## src/hw/rtl/mffd_pkg.sv

```systemverilog
// ----------------------------------------------------------------------------
// mffd_pkg
// Types, register map and fixed-point constants of the motor feedback decoder.
// ----------------------------------------------------------------------------
package mffd_pkg;

	localparam int SLOT_REGS = 4;

	localparam logic [2:0] REG_MOTOR_COUNT = 3'd0;
	localparam logic [2:0] REG_SLOT0_ID    = 3'd1;
	localparam logic [2:0] REG_SLOT1_ID    = 3'd2;
	localparam logic [2:0] REG_SLOT2_ID    = 3'd3;
	localparam logic [2:0] REG_SLOT3_ID    = 3'd4;
	localparam logic [2:0] REG_ACTIVE_TYPE = 3'd5;

	localparam logic [4:0] TYPE_FEEDBACK       = 5'h02;
	localparam logic [4:0] ACTIVE_TYPE_DEFAULT = 5'd24;

	// position: 4096 * (2514 * p - 1257 * 65535) / (100 * 65535)
	localparam logic [11:0] POS_GAIN  = 12'd2514;
	localparam logic [26:0] POS_OFFS  = 27'd82377495;
	localparam logic [39:0] POS_HALF  = 40'd3276750;
	localparam logic [23:0] POS_RECIP = 24'd10737419;
	localparam int          POS_SHIFT = 30;

	// velocity: 1024 * (100 * v - 50 * 65535) / 65535
	localparam logic [6:0]  VEL_GAIN = 7'd100;
	localparam logic [21:0] VEL_OFFS = 22'd3276750;
	localparam logic [39:0] VEL_HALF = 40'd32767;

	// torque: 4096 * (110 * t - 55 * 65535) / (10 * 65535)
	localparam logic [6:0]  TRQ_GAIN  = 7'd110;
	localparam logic [21:0] TRQ_OFFS  = 22'd3604425;
	localparam logic [39:0] TRQ_HALF  = 40'd327675;
	localparam logic [20:0] TRQ_RECIP = 21'd209716;
	localparam int          TRQ_SHIFT = 21;

	typedef struct packed {
		logic [2:0]                     motor_count;
		logic [SLOT_REGS-1:0][7:0]      slot_id;
		logic [4:0]                     active_report_type;
	} cfg_t;

	typedef struct packed {
		logic        hit;
		logic [1:0]  slot;
		logic        pos_neg;
		logic [26:0] pos_mag;
		logic        vel_neg;
		logic [21:0] vel_mag;
		logic        trq_neg;
		logic [21:0] trq_mag;
		logic [15:0] temp;
		logic [1:0]  state;
		logic [5:0]  faults;
	} frame_t;

	// floor(x / 65535) by folding the upper bits back onto the lower half
	function automatic logic [23:0] div65535(input logic [39:0] x);
		logic [24:0] s;
		logic [24:0] q;
		logic [16:0] r;
		s = {1'b0, x[39:16]} + {9'd0, x[15:0]};
		q = {1'b0, x[39:16]} + {16'd0, s[24:16]};
		r = {8'd0, s[24:16]} + {1'b0, s[15:0]};
		if (r >= 17'd65535) begin
			q = q + 25'd1;
		end
		return q[23:0];
	endfunction

endpackage

```

## src/hw/rtl/mffd_cfg_regs.sv

```systemverilog
// ----------------------------------------------------------------------------
// mffd_cfg_regs
// Register file for slot count, slot ids and active-report type; APB access.
// ----------------------------------------------------------------------------
module mffd_cfg_regs (
	input  logic            clk,
	input  logic            arst_n,
	input  logic            psel,
	input  logic            penable,
	input  logic            pwrite,
	input  logic [4:0]      paddr,
	input  logic [31:0]     pwdata,
	output logic [31:0]     prdata,
	output logic            pready,
	output mffd_pkg::cfg_t  cfg
);
	import mffd_pkg::*;

	logic [2:0] motor_count_q;
	logic [7:0] slot_id_q [SLOT_REGS];
	logic [4:0] active_type_q;
	logic [2:0] reg_idx;
	logic       wr_en;

	assign pready  = 1'b1;
	assign reg_idx = paddr[4:2];
	assign wr_en   = psel & penable & pwrite;

	always_ff @(posedge clk or negedge arst_n) begin
		if (!arst_n) begin
			motor_count_q <= 3'd0;
			for (int i = 0; i < SLOT_REGS; i++) begin
				slot_id_q[i] <= 8'd0;
			end
			active_type_q <= ACTIVE_TYPE_DEFAULT;
		end else if (wr_en) begin
			case (reg_idx)
				REG_MOTOR_COUNT: motor_count_q <= pwdata[2:0];
				REG_SLOT0_ID:    slot_id_q[0]  <= pwdata[7:0];
				REG_SLOT1_ID:    slot_id_q[1]  <= pwdata[7:0];
				REG_SLOT2_ID:    slot_id_q[2]  <= pwdata[7:0];
				REG_SLOT3_ID:    slot_id_q[3]  <= pwdata[7:0];
				REG_ACTIVE_TYPE: active_type_q <= pwdata[4:0];
				default: ;
			endcase
		end
	end

	always_comb begin
		case (reg_idx)
			REG_MOTOR_COUNT: prdata = {29'd0, motor_count_q};
			REG_SLOT0_ID:    prdata = {24'd0, slot_id_q[0]};
			REG_SLOT1_ID:    prdata = {24'd0, slot_id_q[1]};
			REG_SLOT2_ID:    prdata = {24'd0, slot_id_q[2]};
			REG_SLOT3_ID:    prdata = {24'd0, slot_id_q[3]};
			REG_ACTIVE_TYPE: prdata = {27'd0, active_type_q};
			default:         prdata = 32'd0;
		endcase
	end

	always_comb begin
		cfg.motor_count        = motor_count_q;
		cfg.active_report_type = active_type_q;
		for (int i = 0; i < SLOT_REGS; i++) begin
			cfg.slot_id[i] = slot_id_q[i];
		end
	end

endmodule

```

## src/hw/rtl/mffd_front.sv

```systemverilog
// ----------------------------------------------------------------------------
// mffd_front
// Field extraction, slot match, type check and offset removal into stage one.
// ----------------------------------------------------------------------------
module mffd_front #(
	parameter int SLOTS = 4
) (
	input  logic              clk,
	input  logic              load,
	input  mffd_pkg::cfg_t    cfg,
	input  logic [28:0]       ext_id,
	input  logic [15:0]       pos_raw,
	input  logic [15:0]       vel_raw,
	input  logic [15:0]       torque_raw,
	input  logic [15:0]       temp_raw,
	output mffd_pkg::frame_t  frame_s1
);
	import mffd_pkg::*;

	logic [4:0]  frm_type;
	logic [7:0]  frm_mid;
	logic        found;
	logic [1:0]  slot;
	logic        type_ok;
	logic [27:0] pos_prod;
	logic [22:0] vel_prod;
	logic [22:0] trq_prod;
	frame_t      frame;

	assign frm_type = ext_id[28:24];
	assign frm_mid  = ext_id[15:8];
	assign type_ok  = (frm_type == TYPE_FEEDBACK) || (frm_type == cfg.active_report_type);

	always_comb begin
		found = 1'b0;
		slot  = 2'd0;
		for (int i = SLOTS - 1; i >= 0; i--) begin
			if ((3'(i) < cfg.motor_count) && (cfg.slot_id[i] == frm_mid)) begin
				found = 1'b1;
				slot  = 2'(i);
			end
		end
	end

	assign pos_prod = {12'd0, pos_raw} * {16'd0, POS_GAIN};
	assign vel_prod = {7'd0, vel_raw} * {16'd0, VEL_GAIN};
	assign trq_prod = {7'd0, torque_raw} * {16'd0, TRQ_GAIN};

	always_comb begin
		frame.hit  = found & type_ok;
		frame.slot = slot;
		if (pos_prod >= {1'b0, POS_OFFS}) begin
			frame.pos_neg = 1'b0;
			frame.pos_mag = 27'(pos_prod - {1'b0, POS_OFFS});
		end else begin
			frame.pos_neg = 1'b1;
			frame.pos_mag = 27'({1'b0, POS_OFFS} - pos_prod);
		end
		if (vel_prod >= {1'b0, VEL_OFFS}) begin
			frame.vel_neg = 1'b0;
			frame.vel_mag = 22'(vel_prod - {1'b0, VEL_OFFS});
		end else begin
			frame.vel_neg = 1'b1;
			frame.vel_mag = 22'({1'b0, VEL_OFFS} - vel_prod);
		end
		if (trq_prod >= {1'b0, TRQ_OFFS}) begin
			frame.trq_neg = 1'b0;
			frame.trq_mag = 22'(trq_prod - {1'b0, TRQ_OFFS});
		end else begin
			frame.trq_neg = 1'b1;
			frame.trq_mag = 22'({1'b0, TRQ_OFFS} - trq_prod);
		end
		frame.temp   = temp_raw;
		frame.state  = ext_id[23:22];
		frame.faults = ext_id[21:16];
	end

	always_ff @(posedge clk) begin
		if (load) begin
			frame_s1 <= frame;
		end
	end

endmodule

```

## src/hw/rtl/mffd_scale.sv

```systemverilog
// ----------------------------------------------------------------------------
// mffd_scale
// Rounded constant division of the three codes and the result register.
// ----------------------------------------------------------------------------
module mffd_scale (
	input  logic               clk,
	input  logic               load,
	input  mffd_pkg::frame_t   frame_s1,
	output logic               accepted,
	output logic [1:0]         motor_slot,
	output logic signed [16:0] position,
	output logic signed [16:0] velocity,
	output logic signed [15:0] torque,
	output logic [15:0]        temperature_tenths,
	output logic [1:0]         motor_state,
	output logic [5:0]         fault_bits
);
	import mffd_pkg::*;

	logic [23:0] pos_w;
	logic [46:0] pos_prod;
	logic [15:0] pos_q;
	logic [23:0] vel_w;
	logic [15:0] vel_q;
	logic [23:0] trq_w;
	logic [38:0] trq_prod;
	logic [14:0] trq_q;
	logic [16:0] pos_n;
	logic [16:0] vel_n;
	logic [15:0] trq_n;

	assign pos_w    = div65535(40'({frame_s1.pos_mag, 12'd0}) + POS_HALF);
	assign pos_prod = {24'd0, pos_w[22:0]} * {23'd0, POS_RECIP};
	assign pos_q    = 16'(pos_prod >> POS_SHIFT);

	assign vel_w = div65535(40'({frame_s1.vel_mag, 10'd0}) + VEL_HALF);
	assign vel_q = vel_w[15:0];

	assign trq_w    = div65535(40'({frame_s1.trq_mag, 12'd0}) + TRQ_HALF);
	assign trq_prod = {21'd0, trq_w[17:0]} * {18'd0, TRQ_RECIP};
	assign trq_q    = 15'(trq_prod >> TRQ_SHIFT);

	assign pos_n = frame_s1.pos_neg ? 17'(-{1'b0, pos_q}) : {1'b0, pos_q};
	assign vel_n = frame_s1.vel_neg ? 17'(-{1'b0, vel_q}) : {1'b0, vel_q};
	assign trq_n = frame_s1.trq_neg ? 16'(-{1'b0, trq_q}) : {1'b0, trq_q};

	always_ff @(posedge clk) begin
		if (load) begin
			if (frame_s1.hit) begin
				accepted           <= 1'b1;
				motor_slot         <= frame_s1.slot;
				position           <= pos_n;
				velocity           <= vel_n;
				torque             <= trq_n;
				temperature_tenths <= frame_s1.temp;
				motor_state        <= frame_s1.state;
				fault_bits         <= frame_s1.faults;
			end else begin
				accepted           <= 1'b0;
				motor_slot         <= 2'd0;
				position           <= 17'sd0;
				velocity           <= 17'sd0;
				torque             <= 16'sd0;
				temperature_tenths <= 16'd0;
				motor_state        <= 2'd0;
				fault_bits         <= 6'd0;
			end
		end
	end

endmodule

```

## src/hw/rtl/motor_feedback_frame_decoder_top.sv

```systemverilog
// ----------------------------------------------------------------------------
// motor_feedback_frame_decoder_top: decodes motor feedback frames.
// Pipeline: two register stages, frame_s1 then the result registers,
// which raise out_valid. Throughput: one transaction per cycle while
// out_stall is low, through the two stages (prescale and slot match,
// then constant division and rounding).
// Reset: configuration to defaults, pipeline emptied; no clearing pass.
// ----------------------------------------------------------------------------
module motor_feedback_frame_decoder_top #(
	parameter int MOTOR_SLOTS = 4
) (
	input  logic               clk,
	input  logic               arst_n,
	input  logic               psel,
	input  logic               penable,
	input  logic               pwrite,
	input  logic [4:0]         paddr,
	input  logic [31:0]        pwdata,
	output logic [31:0]        prdata,
	output logic               pready,
	input  logic               in_valid,
	output logic               in_stall,
	input  logic [28:0]        ext_id,
	input  logic [15:0]        pos_raw,
	input  logic [15:0]        vel_raw,
	input  logic [15:0]        torque_raw,
	input  logic [15:0]        temp_raw,
	output logic               out_valid,
	input  logic               out_stall,
	output logic               accepted,
	output logic [1:0]         motor_slot,
	output logic signed [16:0] position,
	output logic signed [16:0] velocity,
	output logic signed [15:0] torque,
	output logic [15:0]        temperature_tenths,
	output logic [1:0]         motor_state,
	output logic [5:0]         fault_bits
);
	import mffd_pkg::*;

	localparam int LIVE_SLOTS = (MOTOR_SLOTS < SLOT_REGS) ? MOTOR_SLOTS : SLOT_REGS;

	cfg_t   cfg;
	frame_t frame_s1;
	logic   v_s1;
	logic   v_s2;
	logic   out_ready;
	logic   load_s1;
	logic   load_s2;

	assign out_ready = !v_s2 || !out_stall;
	assign in_stall  = v_s1 && !out_ready;
	assign load_s1   = in_valid && !in_stall;
	assign load_s2   = v_s1 && out_ready;
	assign out_valid = v_s2;

	always_ff @(posedge clk or negedge arst_n) begin
		if (!arst_n) begin
			v_s1 <= 1'b0;
			v_s2 <= 1'b0;
		end else begin
			if (load_s1) begin
				v_s1 <= 1'b1;
			end else if (load_s2) begin
				v_s1 <= 1'b0;
			end
			if (load_s2) begin
				v_s2 <= 1'b1;
			end else if (out_ready) begin
				v_s2 <= 1'b0;
			end
		end
	end

	mffd_cfg_regs u_cfg (
		.clk     (clk),
		.arst_n  (arst_n),
		.psel    (psel),
		.penable (penable),
		.pwrite  (pwrite),
		.paddr   (paddr),
		.pwdata  (pwdata),
		.prdata  (prdata),
		.pready  (pready),
		.cfg     (cfg)
	);

	mffd_front #(
		.SLOTS (LIVE_SLOTS)
	) u_front (
		.clk        (clk),
		.load       (load_s1),
		.cfg        (cfg),
		.ext_id     (ext_id),
		.pos_raw    (pos_raw),
		.vel_raw    (vel_raw),
		.torque_raw (torque_raw),
		.temp_raw   (temp_raw),
		.frame_s1   (frame_s1)
	);

	mffd_scale u_scale (
		.clk                (clk),
		.load               (load_s2),
		.frame_s1           (frame_s1),
		.accepted           (accepted),
		.motor_slot         (motor_slot),
		.position           (position),
		.velocity           (velocity),
		.torque             (torque),
		.temperature_tenths (temperature_tenths),
		.motor_state        (motor_state),
		.fault_bits         (fault_bits)
	);

`ifndef ASSERT_OFF
	a_accept_fills_s1: assert property (@(posedge clk) disable iff (!arst_n)
		in_valid && !in_stall |=> v_s1)
		else $error("accepted transaction did not reach stage one");

	a_stall_only_when_full: assert property (@(posedge clk) disable iff (!arst_n)
		in_stall |-> v_s1 && v_s2 && out_stall)
		else $error("input stalled while pipeline has room");

	a_reject_is_zero: assert property (@(posedge clk) disable iff (!arst_n)
		out_valid && !accepted |-> position == 17'sd0 && velocity == 17'sd0 &&
			torque == 16'sd0 && motor_slot == 2'd0)
		else $error("rejected frame carries nonzero result");

	a_pos_range: assert property (@(posedge clk) disable iff (!arst_n)
		out_valid |-> position <= 17'sd51487 && position >= -17'sd51487)
		else $error("position out of range");
`endif

endmodule
```

## config.mk

```make
export PLATFORM = sky130hd
export DESIGN_NAME = motor_feedback_frame_decoder_top
export DESIGN_NICKNAME = d
export VERILOG_FILES = /design/src/hw/rtl/mffd_pkg.sv /design/src/hw/rtl/mffd_cfg_regs.sv /design/src/hw/rtl/mffd_front.sv /design/src/hw/rtl/mffd_scale.sv /design/src/hw/rtl/motor_feedback_frame_decoder_top.sv
export SDC_FILE = /design/constraint.sdc
export NUM_CORES = 2
export LEC_CHECK = 0
export BUFFER_PORTS_ARGS = -buffer_cell sky130_fd_sc_hd__clkbuf_2
export CAP_MARGIN = 10
export CELL_PAD_IN_SITES_DETAIL_PLACEMENT = 2
export CELL_PAD_IN_SITES_GLOBAL_PLACEMENT = 2
export CORE_MARGIN = 2
export CORE_UTILIZATION = 44
export DETAILED_ROUTE_END_ITERATION = 7
export PLACE_DENSITY_LB_ADDON = 0.08
export SYNTH_ARGS = -nofsm -noshare
export SYNTH_HDL_FRONTEND = slang
export SYNTH_SLANG_ARGS = --single-unit
```

## constraint.sdc

```tcl
create_clock -name clk -period 40.5 [get_ports clk]
set_input_delay 8.1 -clock clk [delete_from_list [all_inputs] [get_ports clk]]
set_output_delay 8.1 -clock clk [all_outputs]
set_load 0.05 [all_outputs]
```

==> impl_metrics.toml <==
[run_status]
status = "completed"

[clocking]
cts_tree = "yes"
htreeDepth = 1
clk_latency_ns = 0.59
numCtsBuffers = 27
cts.sink_count = 216
clkSlewWorstSetupHoldPaths_ns = 0.06
cts-root-buf = "clkbuf_16"
post_cts_resized = 0
postCtsSetupBuffers = 0
clockBufferDepth = 3
ctsHoldBuffers = 0

[drt]
firstDrtPassIters = 5
post_drt_wl_per_cell_um = 22.9
drtAntennaViolNets = 0
vias = 29200
routed_wl_um = 122000
viasPerCell = 5.49
drtIter0Drc = 1298
drc = 0

[sta]
fmax_mhz = 55.1
grt_setup_unrepaired = "no"
skew_ns = 0.0270
slew_headroom = 0.217
finalHoldViolCount = 0
fin_tns_setup_ns = 0
max_slew.worst_pin.slew_ns = 1.17
period_minus_slack_ns = 18.14
post-route-period-util = 0.448
setup_viol = 0
final_max_slew_viol_count = 0

[placement]
dpl.hpwl_um = 104000
portBuffers = 189
globalplace.congestion = 0.876
placed_cell_area_um2 = 40100

[critical_path]
critPathMaxFanout = 10
critPathCaptureType = "flop"
r2r-start = "u_front.frame_s1[75]"
critPathSlowestCell = "nor4_1"
cp_slowest_stage_delay_ns = 0.88
critPathKind = "reg -> reg"
timing.rr.end = "u_scale.position[13]"
reg2reg_setup_slack_ns = 22.36
cp.required_ns = 40.79
reg2reg_depth = 51
path_common_cell = "fa_1"
startpoint_type = "flop"
worstPathArrival_ns = 18.43

[grt]
grt_pass1_wl_um = 194000
grt_pass1_vias = 33900
antenna_found_initial = 6
grt.total_usage = 0.278
grt_overflow_total = 0
grt_max_degree = 54

[die]
pin_count = 249
die_h_um = 298
row_count = 107
initial_core_util = 0.445
dieArea_um2 = 88500
die_w_um = 298
coreArea_um2 = 85300

[synth]
synth_edf_count = 174
async_flop_share = 0.194
synth_seq_cells = 216
yosysSeqAreaShare = 0.166
syn_avg_cell_area_um2 = 9.49
yosysUniqueCellTypes = 104
synth-main-ff-cell = "edfxtp_1"
netlist_area_um2 = 37900
synthCells = 3994
yosysWarnings = 0

[worst_hold_path]
hold_depth = 1
hp-class = "reg -> reg"
holdPathEnd = "out_valid"
hold_path_startpoint = "v_s1"

[job]
maxCapViolations = 0

[final_layout]
final_common_cell = "inv_1"
final_cell_area_um2 = 41000
mostFrequentLayoutCells = "inv_1, ha_1, fa_1"
syn2layout_area_growth_pct = 8.14
finalNetCount = 5295
final_util = 0.481
layout-drive-gt1-share = 0.0925
==> registers in the layout (all words and copies together), names as in the netlist <==
register,cells
u_front.frame_s1,97
u_cfg.cfg,32
u_scale.position,17
u_scale.velocity,17
u_scale.temperature_tenths,16
u_scale.torque,16
u_scale.fault_bits,6
u_cfg.active_type_q,5
u_cfg.motor_count_q,3
u_scale.motor_slot,2
u_scale.motor_state,2
out_valid,1
u_scale.accepted,1
v_s1,1
==> kinds of logic (layout without fill, tap and decap cells) <==
| family | Yosys count | after routing | share of synthesized area |
|---|---|---|---|
| fa+ha+maj | 998 | 998 | 0.407 |
| simple gates | 874 | 874 | 0.121 |
| buf+inv | 839 | 1000 | 0.0860 |
| compound gates | 589 | 589 | 0.104 |
| xor+xnor | 403 | 403 | 0.0948 |
| flops | 216 | 216 | 0.166 |
| mux | 73 | 73 | 0.0214 |
| other cells | 2 | 32 | 0.000198 |
==> Yosys cell counts (28+ instances only) <==
cell	n	area, µm²
and3_1	37	231
o21ai_0	115	576
clkbuf_1	68	255
ha_1	603	7540
xnor2_1	239	2090
nor2_1	207	777
dfrtp_1	40	1000
a21oi_1	142	711
edfxtp_1	174	5230
xor2_1	159	1390
nand2b_1	35	219
a21o_1	76	571
nor3_1	67	335
nand4_1	34	213
fa_1	393	7870
inv_1	730	2740
nand3_1	65	325
and2_1	59	369
nand2_1	177	664
mux2_2	54	608
nor4_1	28	175
==> area by class of cell <==
cell class,instances,area [µm²]
flip-flops and latches,216,6280
well taps,1144,1430
clock inverters,9,97.6
repair buffers,220,1180
fillers,9229,44300
clock buffers,40,744
multi-input cells,2966,28500
inverters,731,2740
diodes,3,7.51
==> routing by layer <==
metal | part of all wire | vias to the layer above | wire (µm) | track usage
li1 | - | 13700 | - | -
met4 | 0.019 | 0 | 2320 | 0.0511
met1 | 0.44 | 15000 | 53800 | 0.358
met2 | 0.51 | 405 | 62400 | 0.508
met5 | 0 | - | 0 | 0
met3 | 0.028 | 115 | 3360 | 0.0244
==> metrics by stage <==
step	cells	hold WS [ns]	setup WS, ns
after global placement	5277	0.459	22.85
after global routing	5329	0.513	21.43
after floorplan	4021	0.442	22.41
after detailed placement	5277	0.488	22.67
after CTS	5326	0.506	22.57
final	5329	0.505	22.36
==> critical path: cells and delay by family (launching register included) <==
kind            cells  cell delay [ns]
flops               1             0.59
buf+inv             5             0.38
simple gates       12             4.85
fa+ha+maj          10             4.72
compound gates     20             5.78
xor+xnor            4             1.47
==> how the worst max path moves through the flow <==
stage,depth (start not counted),endpoint,from
final,51,u_scale.position[13],u_front.frame_s1[75]
after global routing,51,u_scale.position[13],u_front.frame_s1[75]
after CTS,51,u_scale.position[13],u_front.frame_s1[75]
after global placement,5,prdata[0],paddr[2]
after detailed placement,51,u_scale.position[13],u_front.frame_s1[75]
after floorplan,5,prdata[6],paddr[3]
Power is left out: the tool's default activity adds up to more than one toggle a clock period on the data nets, which glitch-free logic cannot reach.
